**config.mk**
```make
export PLATFORM = sky130hd
export DESIGN_NAME = power_meter_frame_parser_unit
export DESIGN_NICKNAME = d
export VERILOG_FILES = /design/src/pmfp_pkg.sv /design/src/power_meter_frame_parser_unit.sv
export SDC_FILE = /design/constraint.sdc
export NUM_CORES = 1
export LEC_CHECK = 0
export BUFFER_PORTS_ARGS = -buffer_cell sky130_fd_sc_hd__buf_2
export CAP_MARGIN = 20
export CORE_MARGIN = 3
export CORE_UTILIZATION = 45
export CTS_CLUSTER_DIAMETER = 80
export CTS_CLUSTER_SIZE = 25
export DETAILED_ROUTE_END_ITERATION = 6
export PLACE_DENSITY = 0.72
export SYNTH_ARGS = -nofsm -noshare
export SYNTH_HDL_FRONTEND = slang
export SYNTH_SLANG_ARGS = --single-unit
```
**constraint.sdc**
```tcl
create_clock -name clk -period 33.4 [get_ports clk]
set_clock_uncertainty 0.05 [all_clocks]
set_input_delay 1.67 -clock clk [delete_from_list [all_inputs] [get_ports clk]]
set_output_delay 1.67 -clock clk [all_outputs]
set_load 0.1 [all_outputs]
```
**src/pmfp_pkg.sv**
```systemverilog
package pmfp_pkg;

  // Frame geometry
  localparam int unsigned FRAME_LEN = 24;
  localparam int unsigned IDX_W     = 5;

  // Header bytes
  localparam logic [7:0] HDR_A = 8'h55;
  localparam logic [7:0] HDR_B = 8'hF2;
  localparam logic [7:0] HDR_2 = 8'h5A;

  // Byte positions inside a frame
  localparam logic [IDX_W-1:0] IDX_FIRST_DATA = IDX_W'(2);
  localparam logic [IDX_W-1:0] IDX_LAST       = IDX_W'(FRAME_LEN - 1);
  localparam logic [IDX_W-1:0] IDX_END        = IDX_W'(FRAME_LEN);

  // Result item width: 1 + 8 + 6*24 + 8 + 32 = 193, padded to whole bytes
  localparam int unsigned RES_BITS = 193;
  localparam int unsigned RES_W    = 200;

  typedef logic [7:0] byte_t;

  // Result item fields
  typedef struct packed {
    logic [31:0] energy_total;
    logic [7:0]  status_byte;
    logic [23:0] power_raw;
    logic [23:0] power_param;
    logic [23:0] current_raw;
    logic [23:0] current_param;
    logic [23:0] voltage_raw;
    logic [23:0] voltage_param;
    logic [7:0]  header_byte;
    logic        checksum_ok;
  } result_t;

endpackage

```
**src/power_meter_frame_parser_unit.sv**
```systemverilog
// The result item is registered: it appears on m_tdata in the cycle after the last frame byte is accepted.
// Throughput: one byte per cycle; the single output register takes a new result
// in the cycle its previous one is taken, so only the last frame byte can stall.
// Reset (rst, synchronous, active high): parser hunts for a header, overflow
// counter and toggle bit cleared, no result pending; the frame store is not cleared.
module power_meter_frame_parser_unit (
  input  logic                        clk,
  input  logic                        rst,
  // slave side
  input  logic                        s_tvalid,
  output logic                        s_tready,
  input  logic [7:0]                  s_tdata,   // [7:0] rx_byte
  // master side
  output logic                        m_tvalid,
  input  logic                        m_tready,
  // [0] checksum_ok, [8:1] header_byte, [32:9] voltage_param, [56:33] voltage_raw,
  // [80:57] current_param, [104:81] current_raw, [128:105] power_param,
  // [152:129] power_raw, [160:153] status_byte, [192:161] energy_total, [199:193] zero
  output logic [pmfp_pkg::RES_W-1:0]  m_tdata
);

  localparam logic [1:0] PH_HUNT = 2'd0;
  localparam logic [1:0] PH_HDR2 = 2'd1;
  localparam logic [1:0] PH_DATA = 2'd2;

  logic [1:0]                   phase;
  logic [1:0]                   phase_next;
  logic [pmfp_pkg::IDX_W-1:0]   byte_index;
  logic [pmfp_pkg::IDX_W-1:0]   byte_index_next;
  logic [7:0]                   running_sum;
  logic [7:0]                   running_sum_next;
  pmfp_pkg::byte_t              frame_store [pmfp_pkg::FRAME_LEN];
  logic                         last_toggle_bit;
  logic [15:0]                  overflow_count;

  logic                         in_fire;
  logic                         out_fire;
  logic                         at_last;
  logic                         store_we;
  logic [pmfp_pkg::IDX_W-1:0]   store_idx;
  logic                         finish;
  logic                         sum_ok;
  logic                         toggled;
  logic [15:0]                  overflow_count_next;
  pmfp_pkg::result_t            res;
  pmfp_pkg::byte_t              b;

  assign b        = s_tdata;
  assign at_last  = (phase == PH_DATA) && (byte_index >= pmfp_pkg::IDX_LAST);
  assign out_fire = m_tvalid && m_tready;
  // stall only the byte that would create a result while the output is full
  assign s_tready = !(at_last && m_tvalid && !m_tready);
  assign in_fire  = s_tvalid && s_tready;

  // Frame parser next state
  always_comb begin
    phase_next       = phase;
    byte_index_next  = byte_index;
    running_sum_next = running_sum;
    store_we         = 1'b0;
    store_idx        = byte_index;
    finish           = 1'b0;
    case (phase)
      PH_HDR2: begin
        if (b == pmfp_pkg::HDR_2) begin
          store_we         = 1'b1;
          store_idx        = pmfp_pkg::IDX_W'(1);
          byte_index_next  = pmfp_pkg::IDX_FIRST_DATA;
          running_sum_next = 8'd0;
          phase_next       = PH_DATA;
        end else begin
          phase_next = PH_HUNT;
        end
      end
      PH_DATA: begin
        store_we        = (byte_index < pmfp_pkg::IDX_END);
        byte_index_next = byte_index + pmfp_pkg::IDX_W'(1);
        if (byte_index_next >= pmfp_pkg::IDX_END) begin
          finish     = 1'b1;
          phase_next = PH_HUNT;
        end else begin
          running_sum_next = running_sum + b;
        end
      end
      default: begin
        // hunting; the unused code behaves the same
        if (b == pmfp_pkg::HDR_A || b == pmfp_pkg::HDR_B) begin
          store_we   = 1'b1;
          store_idx  = '0;
          phase_next = PH_HDR2;
        end else begin
          phase_next = PH_HUNT;
        end
      end
    endcase
  end

  // Result formation from the stored frame and the checksum byte
  assign sum_ok  = (running_sum == b);
  assign toggled = frame_store[20][7] != last_toggle_bit;
  assign overflow_count_next = overflow_count + 16'(toggled);

  always_comb begin
    res = '0;
    if (sum_ok) begin
      res.checksum_ok   = 1'b1;
      res.header_byte   = frame_store[0];
      res.voltage_param = {frame_store[2],  frame_store[3],  frame_store[4]};
      res.voltage_raw   = {frame_store[5],  frame_store[6],  frame_store[7]};
      res.current_param = {frame_store[8],  frame_store[9],  frame_store[10]};
      res.current_raw   = {frame_store[11], frame_store[12], frame_store[13]};
      res.power_param   = {frame_store[14], frame_store[15], frame_store[16]};
      res.power_raw     = {frame_store[17], frame_store[18], frame_store[19]};
      res.status_byte   = frame_store[20];
      res.energy_total  = {overflow_count_next, frame_store[21], frame_store[22]};
    end
  end

  // Control state
  always_ff @(posedge clk) begin
    if (rst) begin
      phase           <= PH_HUNT;
      byte_index      <= '0;
      running_sum     <= 8'd0;
      last_toggle_bit <= 1'b0;
      overflow_count  <= 16'd0;
    end else if (in_fire) begin
      phase       <= phase_next;
      byte_index  <= byte_index_next;
      running_sum <= running_sum_next;
      if (finish && sum_ok) begin
        last_toggle_bit <= frame_store[20][7];
        overflow_count  <= overflow_count_next;
      end
    end
  end

  // Frame store, written one byte per accepted frame byte
  always_ff @(posedge clk) begin
    if (in_fire && store_we) begin
      frame_store[store_idx] <= b;
    end
  end

  // Output register
  always_ff @(posedge clk) begin
    if (rst) begin
      m_tvalid <= 1'b0;
    end else if (in_fire && finish) begin
      m_tvalid <= 1'b1;
    end else if (out_fire) begin
      m_tvalid <= 1'b0;
    end
  end

  always_ff @(posedge clk) begin
    if (in_fire && finish) begin
      m_tdata <= {(pmfp_pkg::RES_W - pmfp_pkg::RES_BITS)'(0), res};
    end
  end

  // Checks
  a_result_follows_last_byte: assert property (@(posedge clk) disable iff (rst)
    (in_fire && at_last) |=> m_tvalid)
    else $error("last frame byte accepted without a result");

  a_bad_frame_zero: assert property (@(posedge clk) disable iff (rst)
    (m_tvalid && !m_tdata[0]) |-> (m_tdata[pmfp_pkg::RES_BITS-1:1] == '0))
    else $error("bad frame result carries nonzero data");

  a_counter_moves_on_good_frame: assert property (@(posedge clk) disable iff (rst)
    (!$past(rst) && (overflow_count != $past(overflow_count))) |-> (m_tvalid && m_tdata[0]))
    else $error("overflow counter changed without a good frame");

  a_stall_only_when_full: assert property (@(posedge clk) disable iff (rst)
    !s_tready |-> (m_tvalid && at_last))
    else $error("input stalled without a pending result");

endmodule

```
==> summary.txt, run 1 <==
die width: 188 um
sequential cell area fraction in the yosys report: 0.788
initial antenna violation count: 1
status: complete, no violations
Synth top area share: 0.743
placed inst area: 16400 um2
number of synthesized flops with an enable pin: 369
Clock Sinks: 402
startpoint types: input port
crit path capture type: flip-flop
max incr delay on CP: 0.79 ns
type of the worst setup path: input port to flip-flop
Layout Nets: 1131
largest net degree at the start of global routing: 129
DRT antenna net count: 0
GP Congestion: 0.789
I/O Buffers: 206
Inst Count DP: 1524
Slew Limit Fails: 0
1st-pass router iterations: 5
slowest CP cell: buf_4
clk_lat worst skew: 0.52 ns
post-synthesis instance total: 903
synthesis-to-layout area growth: 14.1%
CTS Buffer Depth: 3
Critical Path RT: 33.72 ns
die area: 35300 um2
fmax: 214 MHz
switch share: 0.191
number of global-route vias before repair: 7504
Critical Path Fanout Max: 128
Final Cell Area: 17000 um2
Yosys cell types: 68
Synth Warn #: 0
routed wire length per instance: 18.0 um
Synth area leader: edfxtp_1
total core area: 32600 um2
metal2 WL: 14100 um
Psw: 0.157 mW
routed wl met3: 1420 um
endpoints failing setup: 0
CTS tree: done
Iter 0 DRT Violations: 527
final hold violations: 0
first-pass GRT wire length: 42900 um
combinational share of power: 0.017
Diodes inserted: 0
highest ir drop seen on vdd: 31.6 uV
cts repair resizes: 0
Fin Setup TNS: 0 ns
synth top area cells: edfxtp_1, and2_1, dfxtp_1
internal power: 0.667 mW
Slew HR: 0.304
Clk network pwr share: 0.323
Min Clock Period, post-route: 4.67 ns
Top Layer Used: met5
Hold Crit Class: flip-flop to flip-flop
Congestion Overflow GR: 0
DRT Wirelength: 28100 um
Layout Cells excl Fill: 1561
fill cell count: 2663
RSZ-0062 raised after global routing: false
Avg Vias per Cell: 4.90
LEAKAGE: 6.66 nW
DRC: 0
Least-Margin Pin Slew: 1.04 ns
vias: 7656
Syn Std Cell Area: 14900 um2
row count: 66
crit path DAT: 4.98 ns
Post-CTS Setup Repair Bufs: 0
CP cell instances: buf_2, ha_1, nor3_1, nand3_2, clkinv_2, buf_4, and2_1
asr flop ratio synth: 0
syn avg cell area: 16.5 um2
Final HPWL DP: 17500 um
pwr/cell area: 48.4 nW/um2
# hold bufs at CTS: 0
#FFs+latches synth: 402
final period utilization: 0.140
IO Count: 214
Die Span Y: 188 um
GRT Overall Usage: 0.155
Primary FF master, synth: edfxtp_1
TritonCTS Buffers: 20
Clk Tree Root Cell: clkbuf_16
MaxCap Viol Count: 0
H-tree lvl count: 1
DRT met1 WL: 12100 um
Initial Util: 0.457
layout cells sized above 1: 0.232
Reg clk slew, reported paths: 0.09 ns
sequential cell fraction of total power: 0.660
==> layout make-up <==
type,count,area (um2),share of cell area
sequential,402,11700,0.691
multi-input combinational,457,2950,0.174
timing repair buffer,214,1110,0.0653
clock buffer,34,574,0.0338
tap,442,553,0.0325
inverter,10,38.8,0.00228
clock inverter,2,32.5,0.00191
==> layout by cell type (no fill, tap or decap), drive strengths merged, types with 3 or more instances in the layout <==
cell type | Yosys | final
nand3b | 5 | 5
o21ai | 6 | 6
nand2b | 3 | 3
nor2 | 77 | 77
xor2 | 19 | 19
nor2b | 6 | 6
ha | 13 | 13
xnor2 | 15 | 15
nand3 | 16 | 16
inv | 10 | 9
nand2 | 27 | 27
clkinv | 0 | 3
a21oi | 14 | 14
nor4 | 3 | 3
nor3 | 9 | 9
edfxtp | 369 | 369
and3 | 5 | 5
dfxtp | 33 | 33
conb | 1 | 7
buf | 13 | 214
clkbuf | 27 | 34
nand4 | 5 | 5
and2 | 181 | 181
mux2i | 10 | 10
==> per-stage QoR <==
| stage | total power [mW] | hold slack, ns | setup slack [ns] | util |
|---|---|---|---|---|
| floorplan | 0.563 | 0.396 | 21.18 | - |
| global placement | 0.569 | 0.420 | 28.22 | 0.502 |
| detailed placement | 0.569 | 0.436 | 28.16 | 0.502 |
| CTS | 0.832 | 0.452 | 28.70 | 0.520 |
| global route | 0.848 | 0.481 | 28.42 | 0.521 |
| finish | 0.823 | 0.451 | 28.73 | 0.521 |
==> layer usage <==
| layer | vias to the layer above | global-route usage |
|---|---|---|
| met5 | - | 0 |
| met4 | 2 | 0.0338 |
| met3 | 40 | 0.0239 |
| met2 | 217 | 0.273 |
| met1 | 3785 | 0.205 |
| li1 | 3612 | - |
==> synth_stat cells, types with 2 or more instances <==
| cell | count |
|---|---|
| xnor2_1 | 15 |
| nor3b_2 | 2 |
| nor2_1 | 77 |
| o21ai_0 | 6 |
| buf_6 | 2 |
| and2_1 | 180 |
| nor4_2 | 3 |
| and3_1 | 4 |
| nand3b_1 | 5 |
| dfxtp_1 | 33 |
| nand4_1 | 5 |
| o211ai_1 | 2 |
| buf_2 | 2 |
| nand2_1 | 26 |
| a21oi_1 | 12 |
| ha_1 | 13 |
| edfxtp_1 | 369 |
| nand3_1 | 14 |
| clkbuf_1 | 25 |
| xor2_1 | 19 |
| mux2i_1 | 10 |
| nand2b_1 | 3 |
| buf_4 | 8 |
| nor2b_1 | 6 |
| a21o_1 | 2 |
| nor3_1 | 9 |
| and4_1 | 2 |
| inv_1 | 9 |
==> path summary, 6_finish.rpt <==
kind,end,cells after the start,slack (ns),start
worst min register to register,running_sum[6]$_SDFFE_PP0P_,2,0.45,running_sum[6]$_SDFFE_PP0P_
worst min-delay path,running_sum[6]$_SDFFE_PP0P_,2,0.45,running_sum[6]$_SDFFE_PP0P_
worst max-delay path,m_tdata[120]$_SDFFCE_PN0P_,7,28.73,s_tdata[2]
worst max register to register,m_tdata[36]$_SDFFCE_PN0P_,5,29.91,phase[0]$_SDFFE_PP0P_
==> power by group through the flow <==
stage                     logic [mW]  clock network, mW  registers (mW)
after global placement        0.0137                  0           0.555
after floorplan              0.00734                  0           0.555
after global routing          0.0147              0.290           0.544
after detailed placement      0.0139                  0           0.555
final                         0.0137              0.266           0.544
after CTS                     0.0140              0.274           0.544
==> critical path, delay by kind of cell <==
| family | cells | cell delay, ns |
|---|---|---|
| buffers and inverters | 3 | 1.86 |
| and+or+nand+nor | 3 | 0.90 |
| adders and majority gates | 1 | 0.40 |
==> flip-flops by register name (all words and copies together), names as in the netlist <==
name             flops
byte_index           5
m_tdata            193
overflow_count      16
m_tvalid             1
frame_store        176
running_sum          8
last_toggle_bit      1
phase                2
==> kinds of logic after synthesis <==
| group | count (synthesis) | share of synthesized area |
|---|---|---|
| flops | 402 | 0.788 |
| fa+ha+maj | 14 | 0.0123 |
| mux | 10 | 0.00672 |
| buf+inv | 50 | 0.0165 |
| compound gates | 42 | 0.0233 |
| other cells | 1 | 0.000252 |
| simple gates | 350 | 0.133 |
| xor+xnor | 34 | 0.0200 |
(Power assumes the default switching activity.)
==> inputs of run 2 (changes only) <==
--- a/config.mk
+++ b/config.mk
@@ -5,6 +5,7 @@
 export SDC_FILE = /design/constraint.sdc
 export NUM_CORES = 1
 export LEC_CHECK = 0
+export ABC_AREA = 1
 export BUFFER_PORTS_ARGS = -buffer_cell sky130_fd_sc_hd__buf_2
 export CAP_MARGIN = 20
 export CORE_MARGIN = 3
==> constraint.sdc (replaced) <==
create_clock -name clk -period 4.4 [get_ports clk]
set_clock_uncertainty 0.05 [all_clocks]
set_input_delay 0.22 -clock clk [delete_from_list [all_inputs] [get_ports clk]]
set_output_delay 0.22 -clock clk [all_outputs]
set_load 0.1 [all_outputs]
==> summary.txt, run 2 <==
die area: 36500 um2 (+3.3%)
1st-pass router iterations: 7 (+2)
Final HPWL DP: 20800 um (+19%)
Top reg by flops: m_tdata
Slew Limit Fails: 0 (unchanged)
Syn Std Cell Area: 15400 um2 (+3.4%)
Slew HR: 0.391 (+0.0871)
LEAKAGE: 7.21 nW (+8.3%)
#FFs+latches synth: 402 (unchanged)
crit path capture type: flip-flop
asr flop ratio synth: 0 (unchanged)
Fin Setup TNS: 0 ns (unchanged)
vias: 8907 (+16%)
sequential cell area fraction in the yosys report: 0.762 (-0.0258)
syn avg cell area: 12.6 um2 (-24%)
count leader, synth: edfxtp_1
Critical Path Fanout Max: 15 (-88%)
Hold Crit Class: input port to flip-flop
most frequent cells in the layout: edfxtp_1, nor2_1, inv_1, buf_2, nand2_1
GRT Overall Usage: 0.170 (+0.0153)
clk_lat worst skew: 0.52 ns (about the same)
total core area: 33600 um2 (+3.1%)
max reg flops: 193 (unchanged)
sequential cell fraction of total power: 0.647 (-0.013)
Hold Slack: 0.00935 ns (-0.442 ns)
final period utilization: 0.647
worst setup margin: 1.55 ns (-27.18 ns)
routed wire length per instance: 16.8 um (-6.5%)
synth top area cells: edfxtp_1, nor2_1, inv_1
Yosys cell types: 32 (-53%)
Synth top area share: 0.719 (-0.0244)
post-synthesis instance total: 1221 (+35%)
Psw: 1.28 mW (+710%)
TritonCTS Buffers: 20 (unchanged)
Initial Util: 0.458 (+0.00148)
Synth area leader: edfxtp_1
internal power: 5.13 mW (+670%)
Avg Vias per Cell: 4.72 (-3.7%)
DRC: 0 (unchanged)
commonest non-fill, non-tap cell in the layout: edfxtp_1
first-pass GRT wire length: 47800 um (+12%)
MaxCap Viol Count: 0 (unchanged)
Min Clock Period, post-route: 2.85 ns
Largest regs: m_tdata: 193 flops, frame_store: 176 flops, overflow_count: 16 flops
fmax: 351 MHz
Diodes inserted: 0 (unchanged)
highest ir drop seen on vdd: 211 uV (+570%)
CTS Buffer Depth: 3 (unchanged)
dpl ws: 1.36 ns (-26.80 ns)
I/O Buffers: 206 (unchanged)
DRT Wirelength: 31800 um (+13%)
Die Span Y: 191 um (+1.6%)
switch share: 0.200 (+0.00891)
number of global-route vias before repair: 8386 (+12%)
initial antenna violation count: 2 (+1)
status: complete, no violations
H-tree lvl count: 1 (unchanged)
Critical Path RT: 4.50 ns (-29.22 ns)
Congestion Overflow GR: 0 (unchanged)
CTS tree: done
Least-Margin Pin Slew: 0.914 ns (-0.131 ns)
DRT antenna net count: 0 (unchanged)
GP Congestion: 0.865 (+9.7%)
Clk Tree Root Cell: clkbuf_16
Reg clk slew, reported paths: 0.10 ns (about the same)
Iter 0 DRT Violations: 760 (+44%)
startpoint types: flip-flop
number of synthesized flops with an enable pin: 369 (unchanged)
most common library cells after synthesis: edfxtp_1, nor2_1, inv_1
Synth Warn #: 0 (unchanged)
Clock Sinks: 402 (unchanged)
Primary FF master, synth: edfxtp_1
crit path DAT: 2.95 ns (-2.03 ns)
Layout Nets: 1456 (+29%)
IO Count: 214 (unchanged)
row count: 67 (+1.5%)
layout cells sized above 1: 0.186 (-0.0460)
pwr/cell area: 367 nW/um2 (+660%)
synthesis-to-layout area growth: 13.4%
RSZ-0062 raised after global routing: false
combinational share of power: 0.029 (+0.012)
largest net degree at the start of global routing: 158 (+22%)
final hold violations: 0 (unchanged)
Clk network pwr share: 0.324 (about the same)
type of the worst setup path: flip-flop to flip-flop
Post-CTS Setup Repair Bufs: 0 (unchanged)
die width: 191 um (+1.6%)
endpoints failing setup: 0 (unchanged)
==> run 2: cell types whose count changed after synthesis, moves of 14 or more <==
cell / before / now
nor2_1: 77 / 267
nand2_1: 26 / 142
xnor2_1: 15 / 1
and2_1: 180 / 0
clkbuf_1: 25 / 2
inv_1: 9 / 239
nand3_1: 14 / 40
==> run 2: what timing repair did <==
item | 4_1_cts | 5_1_grt
setup endpoints to repair | 0 | 0
gates resized for setup | 0 | 0
hold buffers | 1 | 0
endpoints found under the hold margin | 4 | 0
==> run 2: critical path: stages (launching register included) <==
cell	delay [ns]
dfxtp_1	0.35
inv_1	0.06
ha_1	0.40
nand2_1	0.14
inv_1	0.06
nand3_2	0.11
nand2_4	0.10
inv_2	0.08
nand3_1	0.08
nand2_2	0.13
nand3_1	0.19
nor2_1	0.72
==> run 2: final timing paths <==
kind                                             startpoint                            to  slack, ns  depth (start not counted)
worst max-delay path                  phase[0]$_SDFFE_PP0P_  frame_store[15][4]$_DFFE_PP_       1.55                         11
worst min-delay path                               m_tready         m_tvalid$_SDFFE_PP0P_      0.009                          4
worst min register to register  running_sum[0]$_SDFFE_PP0P_   running_sum[0]$_SDFFE_PP0P_       0.43                          2
worst max register to register        phase[0]$_SDFFE_PP0P_  frame_store[15][4]$_DFFE_PP_       1.55                         11
==> run 2: cells by family after synthesis <==
| family | Yosys count | synth area share |
|---|---|---|
| xor+xnor | 12 | 0.00682 |
| simple gates | 484 | 0.132 |
| fa+ha+maj | 14 | 0.0119 |
| flops | 402 | 0.762 |
| other cells | 1 | 0.000243 |
| buf+inv | 281 | 0.0787 |
| compound gates | 27 | 0.00893 |
==> run 2: per-layer routing <==
metal,share of wire,global-route usage,wire [um],vias up
met5,0.0011,0,34,-
met4,0.019,0.0364,595,4
met3,0.066,0.0262,2100,48
met2,0.48,0.286,15400,303
met1,0.43,0.238,13700,4252
li1,-,-,-,4300
==> run 2: layout make-up <==
class | count | area, um2
Multi-Input combinational cell | 544 | 2480
Inverter | 243 | 917
Clock buffer | 27 | 548
Fill cell | 2847 | 16100
Clock inverter | 3 | 52.6
Sequential cell | 402 | 11700
Tap cell | 448 | 561
Timing Repair Buffer | 219 | 1180
==> run 2: power groups by stage <==
stage / clock, mW / combinational, mW / sequential [mW]
3_3_place_gp: 0 / 0.183 / 4.23
3_5_place_dp: 0 / 0.187 / 4.23
2_1_floorplan: 0 / 0.125 / 4.23
6_report: 2.07 / 0.189 / 4.15
5_1_grt: 2.27 / 0.209 / 4.15
4_1_cts: 2.13 / 0.189 / 4.15
==> run 2: through the flow <==
stage          power [mW]  utilization  instance area, um2  instances
2_1_floorplan        4.36            -               15400       1227
3_3_place_gp         4.42        0.501               16800       1854
3_5_place_dp         4.42        0.501               16800       1854
4_1_cts              6.46        0.519               17400       1885
5_1_grt              6.63        0.520               17500       1886
6_report             6.41        0.520               17500       1886
